--- src/rtl/core/mseu_pkg.sv ---
`timescale 1ns / 1ps
// ----------------------------------------------------------------------------
// mseu_pkg
// Opcodes, syscall codes and the shared result record of the MIPS subset
// execute unit.
// ----------------------------------------------------------------------------
package mseu_pkg;

    localparam int unsigned DATA_W = 32;
    localparam int unsigned IDX_W  = 5;
    localparam int unsigned OP_W   = 4;
    localparam int unsigned IMM_W  = 16;
    localparam int unsigned EV_W   = 3;
    localparam int unsigned NUM_REGS = 32;

    // opcodes
    localparam logic [OP_W-1:0] OP_ADD     = 4'd0;
    localparam logic [OP_W-1:0] OP_SUB     = 4'd1;
    localparam logic [OP_W-1:0] OP_AND     = 4'd2;
    localparam logic [OP_W-1:0] OP_OR      = 4'd3;
    localparam logic [OP_W-1:0] OP_SLT     = 4'd4;
    localparam logic [OP_W-1:0] OP_MUL     = 4'd5;
    localparam logic [OP_W-1:0] OP_BEQ     = 4'd6;
    localparam logic [OP_W-1:0] OP_BNE     = 4'd7;
    localparam logic [OP_W-1:0] OP_ADDI    = 4'd8;
    localparam logic [OP_W-1:0] OP_SLTI    = 4'd9;
    localparam logic [OP_W-1:0] OP_ANDI    = 4'd10;
    localparam logic [OP_W-1:0] OP_ORI     = 4'd11;
    localparam logic [OP_W-1:0] OP_LUI     = 4'd12;
    localparam logic [OP_W-1:0] OP_SYSCALL = 4'd13;

    // fixed registers: register zero and the two read by syscall
    localparam logic [IDX_W-1:0] REG_ZERO  = 5'd0;
    localparam logic [IDX_W-1:0] REG_V0    = 5'd2;
    localparam logic [IDX_W-1:0] REG_A0    = 5'd4;

    // syscall numbers held in register 2
    localparam logic [DATA_W-1:0] SYS_PRINT_INT  = 32'd1;
    localparam logic [DATA_W-1:0] SYS_EXIT       = 32'd10;
    localparam logic [DATA_W-1:0] SYS_PRINT_CHAR = 32'd11;

    // syscall event codes
    localparam logic [EV_W-1:0] EV_NONE       = 3'd0;
    localparam logic [EV_W-1:0] EV_PRINT_INT  = 3'd1;
    localparam logic [EV_W-1:0] EV_PRINT_CHAR = 3'd2;
    localparam logic [EV_W-1:0] EV_EXIT       = 3'd3;
    localparam logic [EV_W-1:0] EV_UNKNOWN    = 3'd4;

    localparam logic [DATA_W-1:0] CHAR_MASK = 32'h0000_00ff;

    typedef struct packed {
        logic              wr_en;
        logic [IDX_W-1:0]  wr_idx;
        logic [DATA_W-1:0] wr_val;
        logic              taken;
        logic [DATA_W-1:0] pc;
        logic [EV_W-1:0]   ev;
        logic [DATA_W-1:0] sval;
    } exe_result_t;

endpackage

--- src/rtl/core/mseu_ram.sv ---
`timescale 1ns / 1ps
// ----------------------------------------------------------------------------
// mseu_ram
// Generic single-write, single-read RAM with registered read data.
// A read in the same cycle as a write to the same address returns old data.
// ----------------------------------------------------------------------------
module mseu_ram #(
    parameter int unsigned WIDTH = 32,
    parameter int unsigned DEPTH = 32
) (
    input  logic                     clk,
    input  logic                     wr_en,
    input  logic [$clog2(DEPTH)-1:0] wr_addr,
    input  logic [WIDTH-1:0]         wr_data,
    input  logic                     rd_en,
    input  logic [$clog2(DEPTH)-1:0] rd_addr,
    output logic [WIDTH-1:0]         rd_data
);

    logic [WIDTH-1:0] mem [DEPTH];
    logic [WIDTH-1:0] rd_data_reg;

    always_ff @(posedge clk)
    begin
        if (wr_en)
        begin
            mem[wr_addr] <= wr_data;
        end
        if (rd_en)
        begin
            rd_data_reg <= mem[rd_addr];
        end
    end

    assign rd_data = rd_data_reg;

endmodule

--- src/rtl/core/mseu_alu.sv ---
`timescale 1ns / 1ps
// ----------------------------------------------------------------------------
// mseu_alu
// Combinational execute logic: ALU, branch resolution, syscall decode and
// the register zero write drop.
// ----------------------------------------------------------------------------
module mseu_alu (
    input  logic [mseu_pkg::OP_W-1:0]   op,
    input  logic [mseu_pkg::IDX_W-1:0]  dest_idx,
    input  logic [mseu_pkg::IDX_W-1:0]  tgt_idx,
    input  logic [mseu_pkg::IMM_W-1:0]  imm,
    input  logic [mseu_pkg::DATA_W-1:0] opnd_a,
    input  logic [mseu_pkg::DATA_W-1:0] opnd_b,
    input  logic [mseu_pkg::DATA_W-1:0] pc,
    output mseu_pkg::exe_result_t       result
);

    logic [mseu_pkg::DATA_W-1:0] simm;
    logic [mseu_pkg::DATA_W-1:0] zimm;
    logic [mseu_pkg::DATA_W-1:0] prod;
    logic                        wr;
    logic [mseu_pkg::IDX_W-1:0]  widx;
    logic [mseu_pkg::DATA_W-1:0] wval;
    logic                        taken;
    logic [mseu_pkg::EV_W-1:0]   ev;
    logic [mseu_pkg::DATA_W-1:0] sval;

    assign simm = {{(mseu_pkg::DATA_W - mseu_pkg::IMM_W){imm[mseu_pkg::IMM_W-1]}}, imm};
    assign zimm = {{(mseu_pkg::DATA_W - mseu_pkg::IMM_W){1'b0}}, imm};
    assign prod = opnd_a * opnd_b;

    always_comb
    begin
        wr    = 1'b0;
        widx  = mseu_pkg::REG_ZERO;
        wval  = '0;
        taken = 1'b0;
        ev    = mseu_pkg::EV_NONE;
        sval  = '0;
        unique case (op)
            mseu_pkg::OP_ADD:
            begin
                wr = 1'b1; widx = dest_idx; wval = opnd_a + opnd_b;
            end
            mseu_pkg::OP_SUB:
            begin
                wr = 1'b1; widx = dest_idx; wval = opnd_a - opnd_b;
            end
            mseu_pkg::OP_AND:
            begin
                wr = 1'b1; widx = dest_idx; wval = opnd_a & opnd_b;
            end
            mseu_pkg::OP_OR:
            begin
                wr = 1'b1; widx = dest_idx; wval = opnd_a | opnd_b;
            end
            mseu_pkg::OP_SLT:
            begin
                wr = 1'b1; widx = dest_idx;
                wval = {31'd0, ($signed(opnd_a) < $signed(opnd_b))};
            end
            mseu_pkg::OP_MUL:
            begin
                wr = 1'b1; widx = dest_idx; wval = prod;
            end
            mseu_pkg::OP_BEQ:  taken = (opnd_a == opnd_b);
            mseu_pkg::OP_BNE:  taken = (opnd_a != opnd_b);
            mseu_pkg::OP_ADDI:
            begin
                wr = 1'b1; widx = tgt_idx; wval = opnd_a + simm;
            end
            mseu_pkg::OP_SLTI:
            begin
                wr = 1'b1; widx = tgt_idx;
                wval = {31'd0, ($signed(opnd_a) < $signed(simm))};
            end
            mseu_pkg::OP_ANDI:
            begin
                wr = 1'b1; widx = tgt_idx; wval = opnd_a & zimm;
            end
            mseu_pkg::OP_ORI:
            begin
                wr = 1'b1; widx = tgt_idx; wval = opnd_a | zimm;
            end
            mseu_pkg::OP_LUI:
            begin
                wr = 1'b1; widx = tgt_idx;
                wval = {imm, {(mseu_pkg::DATA_W - mseu_pkg::IMM_W){1'b0}}};
            end
            mseu_pkg::OP_SYSCALL:
            begin
                // operand a carries register 2, operand b register 4
                priority if (opnd_a == mseu_pkg::SYS_PRINT_INT)
                begin
                    ev = mseu_pkg::EV_PRINT_INT; sval = opnd_b;
                end
                else if (opnd_a == mseu_pkg::SYS_EXIT)
                begin
                    ev = mseu_pkg::EV_EXIT;
                end
                else if (opnd_a == mseu_pkg::SYS_PRINT_CHAR)
                begin
                    ev = mseu_pkg::EV_PRINT_CHAR; sval = opnd_b & mseu_pkg::CHAR_MASK;
                end
                else
                begin
                    ev = mseu_pkg::EV_UNKNOWN; sval = opnd_a;
                end
            end
            default: ;
        endcase
    end

    always_comb
    begin
        // drop writes to register zero
        result.wr_en  = wr && (widx != mseu_pkg::REG_ZERO);
        result.wr_idx = result.wr_en ? widx : mseu_pkg::REG_ZERO;
        result.wr_val = result.wr_en ? wval : '0;
        result.taken  = taken;
        result.pc     = taken ? (pc + simm) : pc;
        result.ev     = ev;
        result.sval   = sval;
    end

endmodule

--- src/rtl/core/mips_subset_execute_unit_top.sv ---
`timescale 1ns / 1ps
// ----------------------------------------------------------------------------
// mips_subset_execute_unit_top
// Execute stage for a MIPS32 integer subset: 32 x 32-bit register file,
// program counter, ALU, branches and syscall decode. One result per beat.
// ----------------------------------------------------------------------------
//
//  channel | handshake            | payload
//  --------+----------------------+--------------------------------------------
//  input   | in_valid / in_ready  | op, dest_index, src_index, tgt_index,
//          |                      | immediate
//  output  | out_valid / out_ready| write_enable, write_index, write_value,
//          |                      | branch_taken, pc_value, syscall_event,
//          |                      | syscall_value
//
//  One instruction per clock sustained while out_ready stays high; each result
//  passes through the stage register and then leaves from the result register.
//  Reset clears the program counter and the per-register valid bits, so every
//  register reads as zero until first written; no clearing pass is needed.
//  When the result register is full and not taken, an occupied execute stage
//  holds and in_ready falls; a taken result frees the stage in the same cycle.
//
// Pipeline:
//  accept edge : register file read issued (two RAM copies, registered read);
//                op, indices and immediate captured in the stage register.
//  stage       : operand select (forward from the last write, valid bit
//                check), ALU and branch logic.
//  advance edge: register file and PC written, result register loaded.
// ----------------------------------------------------------------------------
module mips_subset_execute_unit_top (
    input  logic                                clk,
    input  logic                                rst_n,

    input  logic                                in_valid,
    output logic                                in_ready,
    input  logic [mseu_pkg::OP_W-1:0]           op,
    input  logic [mseu_pkg::IDX_W-1:0]          dest_index,
    input  logic [mseu_pkg::IDX_W-1:0]          src_index,
    input  logic [mseu_pkg::IDX_W-1:0]          tgt_index,
    input  logic [mseu_pkg::IMM_W-1:0]          immediate,

    output logic                                out_valid,
    input  logic                                out_ready,
    output logic                                write_enable,
    output logic [mseu_pkg::IDX_W-1:0]          write_index,
    output logic signed [mseu_pkg::DATA_W-1:0]  write_value,
    output logic                                branch_taken,
    output logic signed [mseu_pkg::DATA_W-1:0]  pc_value,
    output logic [mseu_pkg::EV_W-1:0]           syscall_event,
    output logic signed [mseu_pkg::DATA_W-1:0]  syscall_value
);

    // handshake
    logic in_accept;
    logic s1_advance;

    // stage register
    logic                        s1_valid_reg;
    logic                        s1_valid_next;
    logic [mseu_pkg::OP_W-1:0]   s1_op_reg;
    logic [mseu_pkg::IDX_W-1:0]  s1_dest_reg;
    logic [mseu_pkg::IDX_W-1:0]  s1_a_idx_reg;
    logic [mseu_pkg::IDX_W-1:0]  s1_b_idx_reg;
    logic [mseu_pkg::IMM_W-1:0]  s1_imm_reg;

    // register file read
    logic [mseu_pkg::IDX_W-1:0]  rd_a_idx;
    logic [mseu_pkg::IDX_W-1:0]  rd_b_idx;
    logic [mseu_pkg::DATA_W-1:0] ram_a_data;
    logic [mseu_pkg::DATA_W-1:0] ram_b_data;
    logic [mseu_pkg::NUM_REGS-1:0] reg_valid_reg;
    logic [mseu_pkg::NUM_REGS-1:0] reg_valid_next;

    // last write, for forwarding into the stage
    logic                        fwd_en_reg;
    logic [mseu_pkg::IDX_W-1:0]  fwd_idx_reg;
    logic [mseu_pkg::DATA_W-1:0] fwd_val_reg;

    logic [mseu_pkg::DATA_W-1:0] opnd_a;
    logic [mseu_pkg::DATA_W-1:0] opnd_b;

    logic [mseu_pkg::DATA_W-1:0] pc_reg;

    mseu_pkg::exe_result_t       exe_res;
    mseu_pkg::exe_result_t       res_reg;
    logic                        out_valid_reg;
    logic                        out_valid_next;

    // ---------------------------------------------------------------------
    // Handshake: an occupied stage advances whenever the result register is
    // free or being emptied; a new beat enters when the stage is empty or moves on.
    // ---------------------------------------------------------------------
    assign s1_advance = s1_valid_reg && (!out_valid_reg || out_ready);
    assign in_ready   = !s1_valid_reg || s1_advance;
    assign in_accept  = in_valid && in_ready;

    // Syscall reads registers 2 and 4 instead of the named sources
    assign rd_a_idx = (op == mseu_pkg::OP_SYSCALL) ? mseu_pkg::REG_V0 : src_index;
    assign rd_b_idx = (op == mseu_pkg::OP_SYSCALL) ? mseu_pkg::REG_A0 : tgt_index;

    // Two identical copies of the register file, one per read port
    mseu_ram #(
        .WIDTH (mseu_pkg::DATA_W),
        .DEPTH (mseu_pkg::NUM_REGS)
    ) u_rf_a (
        .clk     (clk),
        .wr_en   (s1_advance && exe_res.wr_en),
        .wr_addr (exe_res.wr_idx),
        .wr_data (exe_res.wr_val),
        .rd_en   (in_accept),
        .rd_addr (rd_a_idx),
        .rd_data (ram_a_data)
    );

    mseu_ram #(
        .WIDTH (mseu_pkg::DATA_W),
        .DEPTH (mseu_pkg::NUM_REGS)
    ) u_rf_b (
        .clk     (clk),
        .wr_en   (s1_advance && exe_res.wr_en),
        .wr_addr (exe_res.wr_idx),
        .wr_data (exe_res.wr_val),
        .rd_en   (in_accept),
        .rd_addr (rd_b_idx),
        .rd_data (ram_b_data)
    );

    // ---------------------------------------------------------------------
    // Operand select. The RAM read happens at the accept edge, which may be
    // the very edge at which the previous instruction writes; that write is
    // held in the forwarding register and takes priority. Any write before it
    // already landed in the RAM, and the forwarded copy then matches it.
    // Registers never written read as zero through their valid bit.
    // ---------------------------------------------------------------------
    always_comb
    begin
        if (fwd_en_reg && (fwd_idx_reg == s1_a_idx_reg))
        begin
            opnd_a = fwd_val_reg;
        end
        else
        begin
            opnd_a = reg_valid_reg[s1_a_idx_reg] ? ram_a_data : '0;
        end

        if (fwd_en_reg && (fwd_idx_reg == s1_b_idx_reg))
        begin
            opnd_b = fwd_val_reg;
        end
        else
        begin
            opnd_b = reg_valid_reg[s1_b_idx_reg] ? ram_b_data : '0;
        end
    end

    // The b index doubles as the immediate-form destination; syscall never
    // writes, so its substituted index is harmless.
    mseu_alu u_alu (
        .op       (s1_op_reg),
        .dest_idx (s1_dest_reg),
        .tgt_idx  (s1_b_idx_reg),
        .imm      (s1_imm_reg),
        .opnd_a   (opnd_a),
        .opnd_b   (opnd_b),
        .pc       (pc_reg),
        .result   (exe_res)
    );

    // ---------------------------------------------------------------------
    // Control state
    // ---------------------------------------------------------------------
    always_comb
    begin
        s1_valid_next = in_accept ? 1'b1 : (s1_advance ? 1'b0 : s1_valid_reg);

        priority if (s1_advance)
        begin
            out_valid_next = 1'b1;
        end
        else if (out_ready)
        begin
            out_valid_next = 1'b0;
        end
        else
        begin
            out_valid_next = out_valid_reg;
        end

        reg_valid_next = reg_valid_reg;
        if (s1_advance && exe_res.wr_en)
        begin
            reg_valid_next[exe_res.wr_idx] = 1'b1;
        end
    end

    always_ff @(posedge clk or negedge rst_n)
    begin
        if (!rst_n)
        begin
            s1_valid_reg  <= 1'b0;
            out_valid_reg <= 1'b0;
            reg_valid_reg <= '0;
            fwd_en_reg    <= 1'b0;
            pc_reg        <= '0;
        end
        else
        begin
            s1_valid_reg  <= s1_valid_next;
            out_valid_reg <= out_valid_next;
            reg_valid_reg <= reg_valid_next;
            if (s1_advance)
            begin
                // hold the last real write for forwarding
                if (exe_res.wr_en)
                begin
                    fwd_en_reg <= 1'b1;
                end
                pc_reg <= exe_res.pc;
            end
        end
    end

    // ---------------------------------------------------------------------
    // Payload registers
    // ---------------------------------------------------------------------
    always_ff @(posedge clk)
    begin
        if (in_accept)
        begin
            s1_op_reg    <= op;
            s1_dest_reg  <= dest_index;
            s1_a_idx_reg <= rd_a_idx;
            s1_b_idx_reg <= rd_b_idx;
            s1_imm_reg   <= immediate;
        end
        if (s1_advance)
        begin
            res_reg <= exe_res;
            if (exe_res.wr_en)
            begin
                fwd_idx_reg <= exe_res.wr_idx;
                fwd_val_reg <= exe_res.wr_val;
            end
        end
    end

    // ---------------------------------------------------------------------
    // Outputs
    // ---------------------------------------------------------------------
    assign out_valid     = out_valid_reg;
    assign write_enable  = res_reg.wr_en;
    assign write_index   = res_reg.wr_idx;
    assign write_value   = $signed(res_reg.wr_val);
    assign branch_taken  = res_reg.taken;
    assign pc_value      = $signed(res_reg.pc);
    assign syscall_event = res_reg.ev;
    assign syscall_value = $signed(res_reg.sval);

endmodule

--- config.mk ---
export PLATFORM = sky130hd
export DESIGN_NAME = mips_subset_execute_unit_top
export DESIGN_NICKNAME = d
export VERILOG_FILES = /design/src/rtl/core/mseu_pkg.sv /design/src/rtl/core/mseu_ram.sv /design/src/rtl/core/mseu_alu.sv /design/src/rtl/core/mips_subset_execute_unit_top.sv
export SDC_FILE = /design/constraint.sdc
export NUM_CORES = 2
export LEC_CHECK = 0
export BUFFER_PORTS_ARGS = -buffer_cell sky130_fd_sc_hd__buf_4
export CORE_AREA = 2 2 510 512
export CTS_CLUSTER_SIZE = 14
export DETAILED_ROUTE_END_ITERATION = 10
export DIE_AREA = 0 0 512 514
export GPL_TIMING_DRIVEN = 0
export PLACE_DENSITY_LB_ADDON = 0.1
export SLEW_MARGIN = 5
export SYNTH_ARGS = -nofsm -noshare
export SYNTH_HDL_FRONTEND = slang
export SYNTH_HIERARCHICAL = 1
export SYNTH_SLANG_ARGS = --single-unit
export TNS_END_PERCENT = 1
--- constraint.sdc ---
create_clock -name clk -period 12.85 [get_ports clk]
set_input_delay 1.285 -clock clk [delete_from_list [all_inputs] [get_ports clk]]
set_output_delay 1.285 -clock clk [all_outputs]
set_load 0.05 [all_outputs]
==> metrics.csv <==
metric,value,unit
Stages on worst setup path,35,
clk_lat worst skew,930,ps
CP max stage cell,a21oi_1,
Worst path max stage delay,770,ps
biggest area consumer among synthesized cells,edfxtp_1,
sequential area share after synthesis,61.1,%
Core Box Area,258000,sq um
Reg2Reg Depth,35,
top flop regs,"u_rf_a/mem: 1024 flops, u_rf_b/mem: 1024 flops",
Hold WC Path Type,reg2reg,
Post-DP HPWL,284000,microns
worst path bufs/invs,11,
final worst slack,-17.0,ps
ys flop type,edfxtp_1,
Util after Layout,51.4,%
CP arrival,13530,ps
global-route wire length before repair,535000,microns
Port Buffers,146,
Synth Cell Area,115000,sq um
vias in the first global route,71300,
max cap viols,0,
DR vias/cell,5.83,
status,"finished, violations left",
FF/Latch Area,70400,sq um
DP Area,125000,sq um
Overflow after GRT,0,
share of the synthesized area in the top cell type,59.6,%
I/O pin cnt,147,
most frequent CP cell,fa_1,
Post-CTS Hold Buffers,0,
First-pass DRT Iterations,6,
Multi-input gate area,41600,sq um
Post-synth top cells,"edfxtp_1, mux2i_1, nand2_1, inv_1, nor2_1",
antenna violations before repair,17,
Site Rows,187,
Post-Syn Nets,8934,
initial DRC count,7551,
largest cells by area after synthesis,"edfxtp_1, mux2i_1, fa_1, ha_1, nand2_1",
Crit Path Category,reg2reg,
DR DRC count,0,
H-tree lvl count,4,
Max-slew headroom,7.35,%
failing checks,setup timing,
clk buf depth,3,
via count,71700,
fin. max-slew vios,0,
largest net degree at the start of global routing,68,
height of the die,514,microns
die area,263000,sq um
nets@finish,9465,
Cells after Synth,8142,
Hold Fails Final Rpt,0,
Final Cycle Share,100,%
worst slew pin tran,1390,ps
routed wire length,382000,microns
Post-synth EDFFs,2290,
CTS tree,yes,
DRT antenna net count,0,
worst vdd ir,494,uV
Syn Area/Cell,14.2,sq um
CP endpoint kind,register,
Yosys reg bits,2357,
type of origin of the critical path,register,
Root Driver,clkbuf_16,
hold depth,1,
yosys warns,6,
maximum net fanout on the critical path,32,
GPL Wtd Cong,0.998,
Fill cells,21900,
"Largest delay share family, worst path",compound AO/OA/AOI/OAI gates,
critical path required time,13510,ps
design area,133000,sq um
achievable clock frequency,77.7,MHz
Num CTS Buffers,237,
PwrDens,221,nW/um^2
clock tree sinks,2357,
Routed wire per std cell,31.1,microns
final setup violation count,3,
Initial Util,44.7,%
Leak,49.8,nW
"Distinct cells, synth",99,
Clock transition at path regs,60,ps
Die W,512,microns
Clock Skews,112,ps
area delta synth->final,14.9,%
ys async rst share,2.84,%
min cycle time layout,12870,ps
most frequent cell after synthesis,edfxtp_1,
Total GRT Usage,28.7,%
share of layout cells above drive strength 1,11.5,%
WHS,478,ps
## stage by stage
| step | TNS [ps] | total power, mW | std cells | setup WS, ps |
|---|---|---|---|---|
| global placement | -7447920 | 21.9 | 11700 | -6280 |
| CTS | 0 | 29.3 | 12300 | 21.0 |
| global route | -11.8 | 30.5 | 12300 | -4.76 |
| detailed placement | -108100 | 22.3 | 11800 | -465 |
| finish | -46.2 | 29.3 | 12300 | -17.0 |
| floorplan | 0 | 16.7 | 8142 | 1470 |
## per-layer routing
| metal | part of all wire [%] | GRT usage (%) |
|---|---|---|
| met5 | 0.0081 | 0 |
| met4 | 5.2 | 13.0 |
| met3 | 7.1 | 5.11 |
| met2 | 46 | 45.3 |
| met1 | 42 | 38.8 |
## cell usage in the layout, fill, tap and decap left out, types with 19 or more instances in the layout
cell          n
a211oi_1     19
a21o_1       67
a21oi_1     318
a21oi_4      23
a221oi_1     22
a22o_1      216
a22oi_1     206
a31oi_1      75
buf_1        27
buf_12      110
buf_16       36
buf_2        59
buf_4       214
buf_6        39
clkbuf_1    259
clkbuf_16   237
clkinv_1     60
clkinv_2     50
dfrtp_1      67
edfxtp_1   2290
fa_1        411
ha_1        342
inv_1       508
mux2_2       34
mux2i_1    1057
nand2_1     571
nand2b_1     33
nand3_1     212
nor2_1      439
nor2_4       69
nor3_1      103
o21ai_0     101
o21ai_1      28
o21bai_1     23
xnor2_1     119
xor2_1       52
## worst reg2reg max path, delay by kind of cell (launching register included)
family	cells	cell delay (ps)
compound gates	8	3430
xor+xnor	1	630
fa+ha+maj	9	3350
buf+inv	11	2660
flops	1	380
mux	2	660
simple gates	4	1540
## worst paths after layout
path,start,slack [ps],endpoint
setup / recovery,s1_a_idx_reg[1]$_DFFE_PP_,-20,u_rf_a/mem[14][17]$_DFFE_PP_
hold reg to reg,reg_valid_reg[17]$_DFFE_PN0P_,480,reg_valid_reg[17]$_DFFE_PN0P_
min in group asynchronous,rst_n,580,pc_reg[5]$_DFFE_PN0P_
setup reg to reg,s1_a_idx_reg[1]$_DFFE_PP_,-20,u_rf_a/mem[14][17]$_DFFE_PP_
max in group asynchronous,rst_n,11430,reg_valid_reg[13]$_DFFE_PN0P_
hold / removal,reg_valid_reg[17]$_DFFE_PN0P_,480,reg_valid_reg[17]$_DFFE_PN0P_
## cell families after synthesis
kind of cell	share of synthesized area, %
flops	61.1
simple gates	5.96
compound gates	7.45
mux	9.67
buf+inv	3.65
fa+ha+maj	10.8
xor+xnor	1.34
## final cells by class
class / instances / area share, %
tap: 3402 / 3.21
clock buffer: 302 / 4.75
clock inverter: 140 / 1.07
buffer: 417 / 1.70
timing repair buffer: 293 / 3.23
sequential: 2357 / 53.1
multi-input combinational: 4840 / 31.4
inverter: 527 / 1.49
antenna: 8 / 0.0151
## report_power, final
group	internal, mW	switching [mW]	total (mW)
sequential	9.76	0.166	9.92
clock	3.80	2.98	6.78
combinational	3.92	8.73	12.6
## what timing repair did
item                                    CTS  global route
pin swaps                                 0             2
endpoints found under the setup margin  597           488
gates resized for setup                  16            13
endpoints found under the hold margin     0             0
buffers inserted                          0             2
Note: power is estimated with default switching activity, not from simulation.
